==> config.mk <==
export PLATFORM = sky130hd
export DESIGN_NAME = frame_rate_window_meter_flat
export DESIGN_NICKNAME = d
export VERILOG_FILES = /design/src/hdl/frwm_pkg.sv /design/src/hdl/frwm_item_if.sv /design/src/hdl/frwm_result_if.sv /design/src/hdl/frwm_ram.sv /design/src/hdl/frwm_div.sv /design/src/hdl/frame_rate_window_meter.sv /design/src/flat_wrapper.sv
export SDC_FILE = /design/constraint.sdc
export NUM_CORES = 2
export LEC_CHECK = 0
export ABC_AREA = 1
export ABC_CLOCK_PERIOD_IN_PS = 15400
export BUFFER_PORTS_ARGS = -buffer_cell sky130_fd_sc_hd__buf_2
export CORE_ASPECT_RATIO = 1.4
export CORE_MARGIN = 2
export CORE_UTILIZATION = 35
export DETAILED_ROUTE_END_ITERATION = 8
export MAX_ROUTING_LAYER = met4
export PLACE_DENSITY_LB_ADDON = 0.15
export SLEW_MARGIN = 20
export SYNTH_ARGS = -nofsm -noshare
export SYNTH_HDL_FRONTEND = slang
export SYNTH_HIERARCHICAL = 1
export SYNTH_SLANG_ARGS = --single-unit
==> constraint.sdc <==
create_clock -name clk -period 15.4 [get_ports clk]
set_input_delay 3.08 -clock clk [delete_from_list [all_inputs] [get_ports clk]]
set_output_delay 3.08 -clock clk [all_outputs]
set_load 0.1 [all_outputs]
==> src/hdl/frwm_pkg.sv <==
// Shared widths, constants and divider handshake types for the frame rate window meter.
package frwm_pkg;

    localparam int RATE_W    = 25;
    localparam int ELAPSED_W = 25;
    localparam int COUNT_W   = 16;
    localparam int UPS_CNT_W = 17;
    localparam int DELTA_W   = 20;
    localparam int SKIP_W    = 16;
    localparam int WS_W      = 6;
    localparam int PERIOD_W  = 24;
    localparam int NUM_W     = 45;
    localparam int DIV_W     = 25;
    localparam int STEP_W    = 6;
    localparam int APB_AW    = 3;
    localparam int APB_DW    = 32;

    localparam logic [NUM_W-1:0]     US_PER_S_Q8  = 45'd256000000;
    localparam logic [RATE_W-1:0]    RATE_MAX     = '1;
    localparam logic [ELAPSED_W-1:0] ELAPSED_MAX  = '1;
    localparam logic [COUNT_W-1:0]   COUNT_MAX    = '1;
    localparam logic [WS_W-1:0]      WINDOW_RESET = 6'd30;
    localparam logic [PERIOD_W-1:0]  PERIOD_RESET = 24'd1000000;

    localparam logic REG_WINDOW = 1'b0;
    localparam logic REG_PERIOD = 1'b1;

    localparam logic CMD_TICK = 1'b0;
    localparam logic CMD_SKIP = 1'b1;

    typedef struct packed {
        logic              start;
        logic [STEP_W-1:0] steps;
    } div_req_t;

    typedef struct packed {
        logic              done;
        logic              ovf;
        logic [RATE_W-1:0] quotient;
    } div_rsp_t;

endpackage

==> src/hdl/frwm_item_if.sv <==
// Input request channel carrying one frame tick or skip request.
interface frwm_item_if import frwm_pkg::*; ();

    logic               valid;
    logic               ready;
    logic               cmd;
    logic [DELTA_W-1:0] delta_us;
    logic [SKIP_W-1:0]  skip_add;

    modport source (output valid, cmd, delta_us, skip_add, input ready);
    modport sink (input valid, cmd, delta_us, skip_add, output ready);

endinterface

==> src/hdl/frwm_result_if.sv <==
// Result request channel carrying the current and averaged rates.
interface frwm_result_if import frwm_pkg::*; ();

    logic              valid;
    logic              ready;
    logic              sampled;
    logic [RATE_W-1:0] current_fps;
    logic [RATE_W-1:0] current_ups;
    logic [RATE_W-1:0] average_fps;
    logic [RATE_W-1:0] average_ups;

    modport source (output valid, sampled, current_fps, current_ups, average_fps,
                    average_ups, input ready);
    modport sink (input valid, sampled, current_fps, current_ups, average_fps,
                  average_ups, output ready);

endinterface

==> src/hdl/frwm_ram.sv <==
// Generic single write port, single read port RAM with registered read data.
module frwm_ram #(
    parameter int WIDTH = 50,
    parameter int DEPTH = 32,
    localparam int AW = (DEPTH > 1) ? $clog2(DEPTH) : 1
) (
    input  logic                 clk,
    input  logic                 we,
    input  logic [AW-1:0]        waddr,
    input  logic [WIDTH-1:0]     wdata,
    input  logic                 re,
    input  logic [AW-1:0]        raddr,
    output logic [WIDTH-1:0]     rdata
);

    logic [WIDTH-1:0] mem [DEPTH];

    always_ff @(posedge clk)
    begin
        if (we)
        begin
            mem[waddr] <= wdata;
        end
        if (re)
        begin
            rdata <= mem[raddr];
        end
    end

endmodule

==> src/hdl/frwm_div.sv <==
// Restoring divider that retires one quotient bit per cycle with an overflow flag.
module frwm_div import frwm_pkg::*; (
    input  logic             clk,
    input  logic             rst_n,
    input  div_req_t         req,
    input  logic [NUM_W-1:0] dividend,
    input  logic [DIV_W-1:0] divisor,
    output div_rsp_t         rsp
);

    logic              busy_reg;
    logic              done_reg;
    logic [STEP_W-1:0] cnt_reg;
    logic [NUM_W-1:0]  num_reg;
    logic [DIV_W-1:0]  rem_reg;
    logic [DIV_W-1:0]  den_reg;
    logic [RATE_W-1:0] quo_reg;
    logic              ovf_reg;

    logic [DIV_W:0]    trial;
    logic [DIV_W:0]    diff;
    logic              fits;
    logic [DIV_W-1:0]  rem_step;

    always_comb
    begin
        trial    = {rem_reg, num_reg[NUM_W-1]};
        diff     = trial - {1'b0, den_reg};
        fits     = trial >= {1'b0, den_reg};
        rem_step = fits ? diff[DIV_W-1:0] : trial[DIV_W-1:0];
    end

    always_ff @(posedge clk or negedge rst_n)
    begin
        if (!rst_n)
        begin
            busy_reg <= 1'b0;
            done_reg <= 1'b0;
            cnt_reg  <= '0;
        end
        else
        begin
            done_reg <= 1'b0;
            if (req.start)
            begin
                busy_reg <= 1'b1;
                cnt_reg  <= req.steps;
            end
            else if (busy_reg)
            begin
                cnt_reg <= cnt_reg - 1'b1;
                if (cnt_reg == STEP_W'(1))
                begin
                    busy_reg <= 1'b0;
                    done_reg <= 1'b1;
                end
            end
        end
    end

    always_ff @(posedge clk)
    begin
        if (req.start)
        begin
            num_reg <= dividend;
            den_reg <= divisor;
            rem_reg <= '0;
            quo_reg <= '0;
            ovf_reg <= 1'b0;
        end
        else if (busy_reg)
        begin
            num_reg <= {num_reg[NUM_W-2:0], 1'b0};
            rem_reg <= rem_step;
            quo_reg <= {quo_reg[RATE_W-2:0], fits};
            ovf_reg <= ovf_reg | quo_reg[RATE_W-1];
        end
    end

    assign rsp.done     = done_reg;
    assign rsp.ovf      = ovf_reg;
    assign rsp.quotient = quo_reg;

endmodule

==> src/hdl/frame_rate_window_meter.sv <==
// Frame rate window meter top level: accumulators, sample sequencer, rate ring and APB registers.
// A request that closes no period goes from the idle state to the done state, then into the output register.
// A closing frame tick passes through a multiply state, then four passes through one bit-per-cycle divider:
// current fps and ups over NUM_W steps each, then the fps and ups averages over SUM_W steps each.
// One request is handled at a time; the next is taken once the result sits in the output register.
// Asynchronous active-low reset clears all counters, latest and mean rates and ring valid bits; no clearing pass.
module frame_rate_window_meter import frwm_pkg::*; #(
    parameter int MAX_WINDOW = 32
) (
    input  logic              clk,
    input  logic              rst_n,
    frwm_item_if.sink         item,
    frwm_result_if.source     result,
    input  logic              psel,
    input  logic              penable,
    input  logic              pwrite,
    input  logic [APB_AW-1:0] paddr,
    input  logic [APB_DW-1:0] pwdata,
    output logic [APB_DW-1:0] prdata,
    output logic              pready
);

    localparam int WIN_W   = $clog2(MAX_WINDOW + 1);
    localparam int IDX_W   = (MAX_WINDOW > 1) ? $clog2(MAX_WINDOW) : 1;
    localparam int SUM_W   = RATE_W + WIN_W;
    localparam int CMP_W   = (WIN_W > WS_W) ? WIN_W : WS_W;
    localparam int ENTRY_W = 2 * RATE_W;

    typedef enum logic [6:0] {
        ST_IDLE     = 7'b0000001,
        ST_MUL      = 7'b0000010,
        ST_DIV_FPS  = 7'b0000100,
        ST_DIV_UPS  = 7'b0001000,
        ST_DIV_FAVG = 7'b0010000,
        ST_DIV_UAVG = 7'b0100000,
        ST_DONE     = 7'b1000000
    } state_t;

    state_t               state_reg;
    state_t               state_next;
    logic                 go_reg;
    logic                 go_next;

    logic [WS_W-1:0]      window_reg;
    logic [PERIOD_W-1:0]  period_reg;
    logic [ELAPSED_W-1:0] elapsed_reg;
    logic [COUNT_W-1:0]   frame_reg;
    logic [COUNT_W-1:0]   skip_reg;
    logic [RATE_W-1:0]    fps_latest_reg;
    logic [RATE_W-1:0]    ups_latest_reg;
    logic [RATE_W-1:0]    fps_mean_reg;
    logic [RATE_W-1:0]    ups_mean_reg;
    logic [IDX_W-1:0]     ring_idx_reg;
    logic                 ring_full_reg;
    logic [MAX_WINDOW-1:0] ring_vld_reg;
    logic [SUM_W-1:0]     fps_sum_reg;
    logic [SUM_W-1:0]     ups_sum_reg;
    logic                 sampled_reg;

    logic [ELAPSED_W-1:0] samp_elapsed_reg;
    logic [COUNT_W-1:0]   samp_frames_reg;
    logic [UPS_CNT_W-1:0] samp_ups_reg;
    logic [NUM_W-1:0]     prod_fps_reg;
    logic [NUM_W-1:0]     prod_ups_reg;
    logic [RATE_W-1:0]    old_fps_reg;
    logic [RATE_W-1:0]    old_ups_reg;

    logic                 out_vld_reg;
    logic                 out_sampled_reg;
    logic [RATE_W-1:0]    out_fps_reg;
    logic [RATE_W-1:0]    out_ups_reg;
    logic [RATE_W-1:0]    out_favg_reg;
    logic [RATE_W-1:0]    out_uavg_reg;

    logic                 cfg_wr;
    logic                 accept;
    logic                 out_free;
    logic [CMP_W-1:0]     ws_wide;
    logic [WIN_W-1:0]     win_eff;
    logic [IDX_W-1:0]     idx_eff;
    logic [WIN_W-1:0]     idx_inc;
    logic [WIN_W-1:0]     filled;
    logic [ELAPSED_W:0]   elapsed_sum;
    logic [ELAPSED_W-1:0] elapsed_sat;
    logic [COUNT_W-1:0]   frame_inc;
    logic [COUNT_W:0]     skip_sum;
    logic [COUNT_W-1:0]   skip_sat;
    logic                 close;
    logic [RATE_W-1:0]    rate_q;
    logic                 ram_we;
    logic [ENTRY_W-1:0]   ram_rdata;
    logic [RATE_W-1:0]    old_fps;
    logic [RATE_W-1:0]    old_ups;

    div_req_t             div_req;
    div_rsp_t             div_rsp;
    logic [NUM_W-1:0]     div_dividend;
    logic [DIV_W-1:0]     div_divisor;

    assign pready = 1'b1;
    assign cfg_wr = psel && penable && pwrite && pready;
    assign prdata = (paddr[2] == REG_PERIOD) ? APB_DW'(period_reg) : APB_DW'(window_reg);

    assign item.ready = (state_reg == ST_IDLE);
    assign accept     = item.valid && item.ready;
    assign out_free   = !out_vld_reg || result.ready;

    always_comb
    begin
        ws_wide = CMP_W'(window_reg);
        if (ws_wide == '0)
        begin
            win_eff = WIN_W'(1);
        end
        else if (ws_wide > CMP_W'(MAX_WINDOW))
        begin
            win_eff = WIN_W'(MAX_WINDOW);
        end
        else
        begin
            win_eff = WIN_W'(ws_wide);
        end
        idx_eff = (WIN_W'(ring_idx_reg) >= win_eff) ? '0 : ring_idx_reg;
        idx_inc = WIN_W'(idx_eff) + 1'b1;
        filled  = ring_full_reg ? win_eff : WIN_W'(ring_idx_reg);

        elapsed_sum = {1'b0, elapsed_reg} + (ELAPSED_W + 1)'(item.delta_us);
        elapsed_sat = elapsed_sum[ELAPSED_W] ? ELAPSED_MAX : elapsed_sum[ELAPSED_W-1:0];
        frame_inc   = (frame_reg == COUNT_MAX) ? frame_reg : frame_reg + 1'b1;
        skip_sum    = {1'b0, skip_reg} + {1'b0, item.skip_add};
        skip_sat    = skip_sum[COUNT_W] ? COUNT_MAX : skip_sum[COUNT_W-1:0];
        close       = elapsed_sat > ELAPSED_W'(period_reg);

        rate_q  = div_rsp.ovf ? RATE_MAX : div_rsp.quotient;
        old_fps = ring_vld_reg[idx_eff] ? ram_rdata[ENTRY_W-1:RATE_W] : '0;
        old_ups = ring_vld_reg[idx_eff] ? ram_rdata[RATE_W-1:0] : '0;
        ram_we  = (state_reg == ST_DIV_UPS) && div_rsp.done;
    end

    always_comb
    begin
        state_next = state_reg;
        go_next    = 1'b0;
        case (state_reg)
            ST_IDLE:
            begin
                if (accept)
                begin
                    if (item.cmd == CMD_TICK && close)
                    begin
                        state_next = ST_MUL;
                    end
                    else
                    begin
                        state_next = ST_DONE;
                    end
                end
            end
            ST_MUL:
            begin
                state_next = ST_DIV_FPS;
                go_next    = 1'b1;
            end
            ST_DIV_FPS:
            begin
                if (div_rsp.done)
                begin
                    state_next = ST_DIV_UPS;
                    go_next    = 1'b1;
                end
            end
            ST_DIV_UPS:
            begin
                if (div_rsp.done)
                begin
                    state_next = ST_DIV_FAVG;
                    go_next    = 1'b1;
                end
            end
            ST_DIV_FAVG:
            begin
                if (div_rsp.done)
                begin
                    state_next = ST_DIV_UAVG;
                    go_next    = 1'b1;
                end
            end
            ST_DIV_UAVG:
            begin
                if (div_rsp.done)
                begin
                    state_next = ST_DONE;
                end
            end
            ST_DONE:
            begin
                if (out_free)
                begin
                    state_next = ST_IDLE;
                end
            end
            default:
            begin
                state_next = ST_IDLE;
            end
        endcase
    end

    always_comb
    begin
        div_req.start = go_reg;
        div_req.steps = STEP_W'(NUM_W);
        div_dividend  = '0;
        div_divisor   = '0;
        case (state_reg)
            ST_DIV_FPS:
            begin
                div_dividend = prod_fps_reg;
                div_divisor  = samp_elapsed_reg;
            end
            ST_DIV_UPS:
            begin
                div_dividend = prod_ups_reg;
                div_divisor  = samp_elapsed_reg;
            end
            ST_DIV_FAVG:
            begin
                div_req.steps = STEP_W'(SUM_W);
                div_dividend  = NUM_W'(fps_sum_reg) << (NUM_W - SUM_W);
                div_divisor   = DIV_W'(filled);
            end
            ST_DIV_UAVG:
            begin
                div_req.steps = STEP_W'(SUM_W);
                div_dividend  = NUM_W'(ups_sum_reg) << (NUM_W - SUM_W);
                div_divisor   = DIV_W'(filled);
            end
            default:
            begin
                div_dividend = '0;
            end
        endcase
    end

    always_ff @(posedge clk or negedge rst_n)
    begin
        if (!rst_n)
        begin
            state_reg      <= ST_IDLE;
            go_reg         <= 1'b0;
            window_reg     <= WINDOW_RESET;
            period_reg     <= PERIOD_RESET;
            elapsed_reg    <= '0;
            frame_reg      <= '0;
            skip_reg       <= '0;
            fps_latest_reg <= '0;
            ups_latest_reg <= '0;
            fps_mean_reg   <= '0;
            ups_mean_reg   <= '0;
            ring_idx_reg   <= '0;
            ring_full_reg  <= 1'b0;
            ring_vld_reg   <= '0;
            fps_sum_reg    <= '0;
            ups_sum_reg    <= '0;
            sampled_reg    <= 1'b0;
            out_vld_reg    <= 1'b0;
        end
        else
        begin
            state_reg <= state_next;
            go_reg    <= go_next;

            if (cfg_wr)
            begin
                if (paddr[2] == REG_WINDOW)
                begin
                    window_reg    <= pwdata[WS_W-1:0];
                    ring_idx_reg  <= '0;
                    ring_full_reg <= 1'b0;
                    ring_vld_reg  <= '0;
                    fps_sum_reg   <= '0;
                    ups_sum_reg   <= '0;
                end
                else
                begin
                    period_reg <= pwdata[PERIOD_W-1:0];
                end
            end

            if (accept)
            begin
                sampled_reg <= (item.cmd == CMD_TICK) && close;
                if (item.cmd == CMD_SKIP)
                begin
                    skip_reg <= skip_sat;
                end
                else if (close)
                begin
                    elapsed_reg <= '0;
                    frame_reg   <= '0;
                    skip_reg    <= '0;
                end
                else
                begin
                    elapsed_reg <= elapsed_sat;
                    frame_reg   <= frame_inc;
                end
            end

            if (state_reg == ST_DIV_FPS && div_rsp.done)
            begin
                fps_latest_reg <= rate_q;
            end

            if (ram_we)
            begin
                ups_latest_reg        <= rate_q;
                ring_vld_reg[idx_eff] <= 1'b1;
                fps_sum_reg <= fps_sum_reg + SUM_W'(fps_latest_reg) - SUM_W'(old_fps_reg);
                ups_sum_reg <= ups_sum_reg + SUM_W'(rate_q) - SUM_W'(old_ups_reg);
                if (idx_inc >= win_eff)
                begin
                    ring_idx_reg  <= '0;
                    ring_full_reg <= 1'b1;
                end
                else
                begin
                    ring_idx_reg <= IDX_W'(idx_inc);
                end
            end

            if (state_reg == ST_DIV_FAVG && div_rsp.done)
            begin
                fps_mean_reg <= rate_q;
            end

            if (state_reg == ST_DIV_UAVG && div_rsp.done)
            begin
                ups_mean_reg <= rate_q;
            end

            if (state_reg == ST_DONE && out_free)
            begin
                out_vld_reg <= 1'b1;
            end
            else if (result.ready)
            begin
                out_vld_reg <= 1'b0;
            end
        end
    end

    always_ff @(posedge clk)
    begin
        if (accept)
        begin
            samp_elapsed_reg <= elapsed_sat;
            samp_frames_reg  <= frame_inc;
            samp_ups_reg     <= {1'b0, frame_inc} + {1'b0, skip_reg};
        end
        if (state_reg == ST_MUL)
        begin
            prod_fps_reg <= NUM_W'(samp_frames_reg) * US_PER_S_Q8;
            prod_ups_reg <= NUM_W'(samp_ups_reg) * US_PER_S_Q8;
            old_fps_reg  <= old_fps;
            old_ups_reg  <= old_ups;
        end
        if (state_reg == ST_DONE && out_free)
        begin
            out_sampled_reg <= sampled_reg;
            out_fps_reg     <= fps_latest_reg;
            out_ups_reg     <= ups_latest_reg;
            out_favg_reg    <= fps_mean_reg;
            out_uavg_reg    <= ups_mean_reg;
        end
    end

    frwm_ram #(
        .WIDTH (ENTRY_W),
        .DEPTH (MAX_WINDOW)
    ) u_ring (
        .clk   (clk),
        .we    (ram_we),
        .waddr (idx_eff),
        .wdata ({fps_latest_reg, rate_q}),
        .re    (accept),
        .raddr (idx_eff),
        .rdata (ram_rdata)
    );

    frwm_div u_div (
        .clk      (clk),
        .rst_n    (rst_n),
        .req      (div_req),
        .dividend (div_dividend),
        .divisor  (div_divisor),
        .rsp      (div_rsp)
    );

    assign result.valid       = out_vld_reg;
    assign result.sampled     = out_sampled_reg;
    assign result.current_fps = out_fps_reg;
    assign result.current_ups = out_ups_reg;
    assign result.average_fps = out_favg_reg;
    assign result.average_ups = out_uavg_reg;

`ifndef SYNTHESIS
    a_idx_in_window: assert property (@(posedge clk) disable iff (!rst_n)
        WIN_W'(ring_idx_reg) < win_eff)
        else $error("ring index outside the active window");

    a_accum_cleared: assert property (@(posedge clk) disable iff (!rst_n)
        state_reg == ST_DIV_FPS |-> elapsed_reg == '0 && frame_reg == '0 && skip_reg == '0)
        else $error("period accumulators not cleared during a sample");

    a_div_done_owned: assert property (@(posedge clk) disable iff (!rst_n)
        div_rsp.done |-> state_reg == ST_DIV_FPS || state_reg == ST_DIV_UPS ||
                         state_reg == ST_DIV_FAVG || state_reg == ST_DIV_UAVG)
        else $error("divider finished outside a divide state");

    a_result_from_done: assert property (@(posedge clk) disable iff (!rst_n)
        $rose(out_vld_reg) |-> $past(state_reg == ST_DONE))
        else $error("result raised outside the done state");

    a_full_has_valid: assert property (@(posedge clk) disable iff (!rst_n)
        ring_full_reg |-> ring_vld_reg[ring_idx_reg])
        else $error("full ring points at an unwritten entry");
`endif

endmodule
==> src/flat_wrapper.sv <==
// flat-port wrapper written by rule: the top's interface ports become plain ports
module frame_rate_window_meter_flat import frwm_pkg::*;
#(
    parameter int MAX_WINDOW = 32
)
  (clk, rst_n, psel, penable, pwrite, paddr, pwdata, prdata, pready, item_valid, item_cmd, item_delta_us, item_skip_add, item_ready, result_valid, result_sampled, result_current_fps, result_current_ups, result_average_fps, result_average_ups, result_ready);
  frwm_item_if item_i ();
  frwm_result_if result_i ();
  input  logic clk;
  input  logic rst_n;
  input  logic psel;
  input  logic penable;
  input  logic pwrite;
  input  logic [APB_AW-1:0] paddr;
  input  logic [APB_DW-1:0] pwdata;
  output logic [APB_DW-1:0] prdata;
  output logic pready;
  input wire logic [$bits(item_i.valid)-1:0] item_valid;
  input wire logic [$bits(item_i.cmd)-1:0] item_cmd;
  input wire logic [$bits(item_i.delta_us)-1:0] item_delta_us;
  input wire logic [$bits(item_i.skip_add)-1:0] item_skip_add;
  output wire logic [$bits(item_i.ready)-1:0] item_ready;
  output wire logic [$bits(result_i.valid)-1:0] result_valid;
  output wire logic [$bits(result_i.sampled)-1:0] result_sampled;
  output wire logic [$bits(result_i.current_fps)-1:0] result_current_fps;
  output wire logic [$bits(result_i.current_ups)-1:0] result_current_ups;
  output wire logic [$bits(result_i.average_fps)-1:0] result_average_fps;
  output wire logic [$bits(result_i.average_ups)-1:0] result_average_ups;
  input wire logic [$bits(result_i.ready)-1:0] result_ready;
  assign item_i.valid = item_valid;
  assign item_i.cmd = item_cmd;
  assign item_i.delta_us = item_delta_us;
  assign item_i.skip_add = item_skip_add;
  assign item_ready = item_i.ready;
  assign result_valid = result_i.valid;
  assign result_sampled = result_i.sampled;
  assign result_current_fps = result_i.current_fps;
  assign result_current_ups = result_i.current_ups;
  assign result_average_fps = result_i.average_fps;
  assign result_average_ups = result_i.average_ups;
  assign result_i.ready = result_ready;
  frame_rate_window_meter #(.MAX_WINDOW(MAX_WINDOW)) u_core (.clk(clk), .rst_n(rst_n), .item(item_i), .result(result_i), .psel(psel), .penable(penable), .pwrite(pwrite), .paddr(paddr), .pwdata(pwdata), .prdata(prdata), .pready(pready));
endmodule
==> flow_summary.toml <==
[drt]
postRouteAntennaNets = 0
routed_via_density = 5.081
detailedRoute.firstPassIterationCount = 6
wl_cell_um = 23.12
vias = 76710
drc = 0
final_routed_wirelength_um = 349000
detail_route.iter0.violations = 6220

[placement]
buffer_ports.inserted = 195
gp_routability_congestion = 0.9197
number_of_placed_instances_with_taps_included = 14650
pre_cts_ws_ps = 6329
detailed_place_hpwl_um = 210800

[run_status]
status = "complete, no violations"

[global_routing]
globalRouteTotalUtil_pct = 21.63
grt_max_degree = 185
global_route_wire_length_before_repair_um = 511500
overflow = 0
vias_in_the_first_global_route = 76410
number_of_antenna_violations_at_the_first_check_in_global_routing = 16

[clocking]
clockRootBuffer = "sky130_fd_sc_hd__clkbuf_16"
insertion_delay_ps = 930
clock_tree.htree_level_count = 4
cts_num_sinks = 2346
cts_post_setup_buffers_inserted = 0
tritoncts.num_buffers = 241
clk_pin_slew_worst_paths_ps = 70
clockBufferDepth = 4
cts.hold.buffers_added = 0
ctsResizeCount = 0
tritoncts = "built"

[finish]
drive_above_1_share_pct = 10.30
max_ffs_per_register = 1600
layout.cells.most_common_list = "sky130_fd_sc_hd__nand2_1 (3222), sky130_fd_sc_hd__edfxtp_1 (1990), sky130_fd_sc_hd__nand3_1 (1327)"
final_net_count = 11320
layout-area-overhead-vs-synth_pct = 10.88
fillers = 31250
mostFrequentLayoutCell = "sky130_fd_sc_hd__nand2_1"
stdcell_count = 15100

[logic_synthesis]
syn_avg_cell_area_um2 = 10.66
synth_cell_types = 65
synth.largest_area_cell = "sky130_fd_sc_hd__edfxtp_1"
top_cells_by_area_in_the_synthesized_netlist = "sky130_fd_sc_hd__edfxtp_1 (53%), sky130_fd_sc_hd__nand2_1 (11%), sky130_fd_sc_hd__dfrtp_1 (6.5%), sky130_fd_sc_hd__nand3_1 (5.9%), sky130_fd_sc_hd__ha_1 (4.4%)"
count_of_synthesis_stage_warnings_from_yosys = 6
postSynthCellCount = 10550
synth_top_flop_cell = "sky130_fd_sc_hd__edfxtp_1"
post_synthesis_cell_area_mm2 = 0.1125
yosys.area.top_type_share_pct = 53.12
synth_seq_area_share_pct = 60.83
ys_ff_latch = 2346
synth-edff-count = 1990
synth-async-reset-ratio_pct = 13.00

[sta]
unrepaired_setup_endpoints_after_global_routing = "no"
worstMarginPinSlew_ps = 1162
final_number_of_hold_violating_endpoints = 0
fmax_mhz = 123.8
layout_worst_path_cycle_share_pct = 52.45
finalWorstSetupSlack_ps = 7322
maxSlewHeadroom_pct = 22.33
timing.final.max_slew_violations = 0
finalSetupTns_ps = 0
clock-skew-final_ps = 84.45
hold_slack_ps = 416.0
final_setup_viols = 0
layout_min_cycle_time_ps = 8078

[pwr]
peakVddDrop_mv = 0.6998
power.static_leakage_nw = 50.02
power.density_cell_area_mw_per_mm2 = 235.9
power.total_mw = 29.42

[die]
initial_core_utilization_pct = 35.14
io-pin-count = 215
core_area_mm2 = 0.3201
die_w_um = 483.1
floorplan.die.height_um = 674.8
die_footprint_mm2 = 0.3260
row_count = 246

[critical_path]
timing_worst_setup_path_type = "in -> reg"
reg2regPathDepth = 22
setup.worst_path.end_class = "flip-flop"
crit_arrival_ps = 8840
crit_required_ps = 16160
timing.critical_path.fanout_max = 24
cp-start-kind = "primary input"

[hold_path]
min-delay-path-class = "reg -> reg"
hold-path-cell-count = 2

[run]
drv_cap = 0
[cell usage after synthesis (78+ instances only)]
master	instances
sky130_fd_sc_hd__a21oi_1	286
sky130_fd_sc_hd__buf_2	130
sky130_fd_sc_hd__buf_4	102
sky130_fd_sc_hd__buf_6	97
sky130_fd_sc_hd__clkbuf_1	119
sky130_fd_sc_hd__dfrtp_1	293
sky130_fd_sc_hd__edfxtp_1	1990
sky130_fd_sc_hd__fa_1	169
sky130_fd_sc_hd__ha_1	394
sky130_fd_sc_hd__inv_1	865
sky130_fd_sc_hd__nand2_1	3222
sky130_fd_sc_hd__nand2_2	180
sky130_fd_sc_hd__nand3_1	1327
sky130_fd_sc_hd__nor2_1	365
sky130_fd_sc_hd__o21ai_0	295
sky130_fd_sc_hd__xor2_1	78
[worst max-delay path, stage by stage]
cell and delay, ps:
sky130_fd_sc_hd__buf_2 110, sky130_fd_sc_hd__ha_1 350, sky130_fd_sc_hd__nand2_1 110, sky130_fd_sc_hd__inv_1 90, sky130_fd_sc_hd__a21oi_1 150, sky130_fd_sc_hd__nand3_1 300, sky130_fd_sc_hd__nand2_1 150, sky130_fd_sc_hd__inv_1 100
sky130_fd_sc_hd__nor2_8 190, sky130_fd_sc_hd__clkinv_1 570, sky130_fd_sc_hd__a21oi_1 280, sky130_fd_sc_hd__o21ai_0 220, sky130_fd_sc_hd__ha_1 340, sky130_fd_sc_hd__nand2_1 60, sky130_fd_sc_hd__nor2_1 400, sky130_fd_sc_hd__nand2_1 90
sky130_fd_sc_hd__nor4_1 530, sky130_fd_sc_hd__nand4_1 360, sky130_fd_sc_hd__nand2_2 470, sky130_fd_sc_hd__nand2_2 530, sky130_fd_sc_hd__o21ai_0 330
[per-stage QoR]
stage	instance area (um2)	util, %
floorplan	112600	-
global placement	116900	36.51
detailed placement	117100	36.57
CTS	124700	38.95
global route	124700	38.96
finish	124700	38.96
[cells by family after synthesis]
family,share of synthesized area [%]
buffers and inverters,6.023
and+or+nand+nor,20.49
muxes,0.2503
xor gates and xnor gates,0.9499
adders and majority gates,7.390
other,0.006676
DFF,60.83
AOI/OAI and AO/OA,4.062
[path summary, 6_finish.rpt]
path,slack (ps),to,start
setup / recovery,7320,u_core/elapsed_reg[2],item_delta_us[7]
hold / removal,420,u_core/u_div/quo_reg[1],u_core/u_div/quo_reg[0]
setup reg to reg,8410,u_core/u_ring/rdata[31],u_core/window_reg[2]
hold reg to reg,420,u_core/u_div/quo_reg[1],u_core/u_div/quo_reg[0]
max in group asynchronous,11020,u_core/fps_latest_reg[10],rst_n
min in group asynchronous,2190,u_core/skip_reg[12],rst_n
[per-layer routing]
layer  global-route usage (%)  routed length (um)
met1                    26.30              143900
met5                        -                   0
met3                    2.308               15730
met4                    7.285               12800
met2                    37.50              176600
[report_power, final]
part	internal, mW	switching (mW)
Clock	3.23	2.53
Combinational	5.22	9.75
Sequential	8.37	0.324
[final cells by class]
cell class | count | area [um2] | area share, %
Sequential cell | 2346 | 68440 | 54.87
Multi-Input combinational cell | 6870 | 37660 | 30.20
Clock buffer | 306 | 6511 | 5.220
Tap cell | 4216 | 5275 | 4.229
Inverter | 875 | 3361 | 2.695
Timing Repair Buffer | 344 | 2354 | 1.887
Clock inverter | 134 | 1101 | 0.8828
Antenna cell | 8 | 20.02 | 0.01605
(Power assumes the default switching activity.)
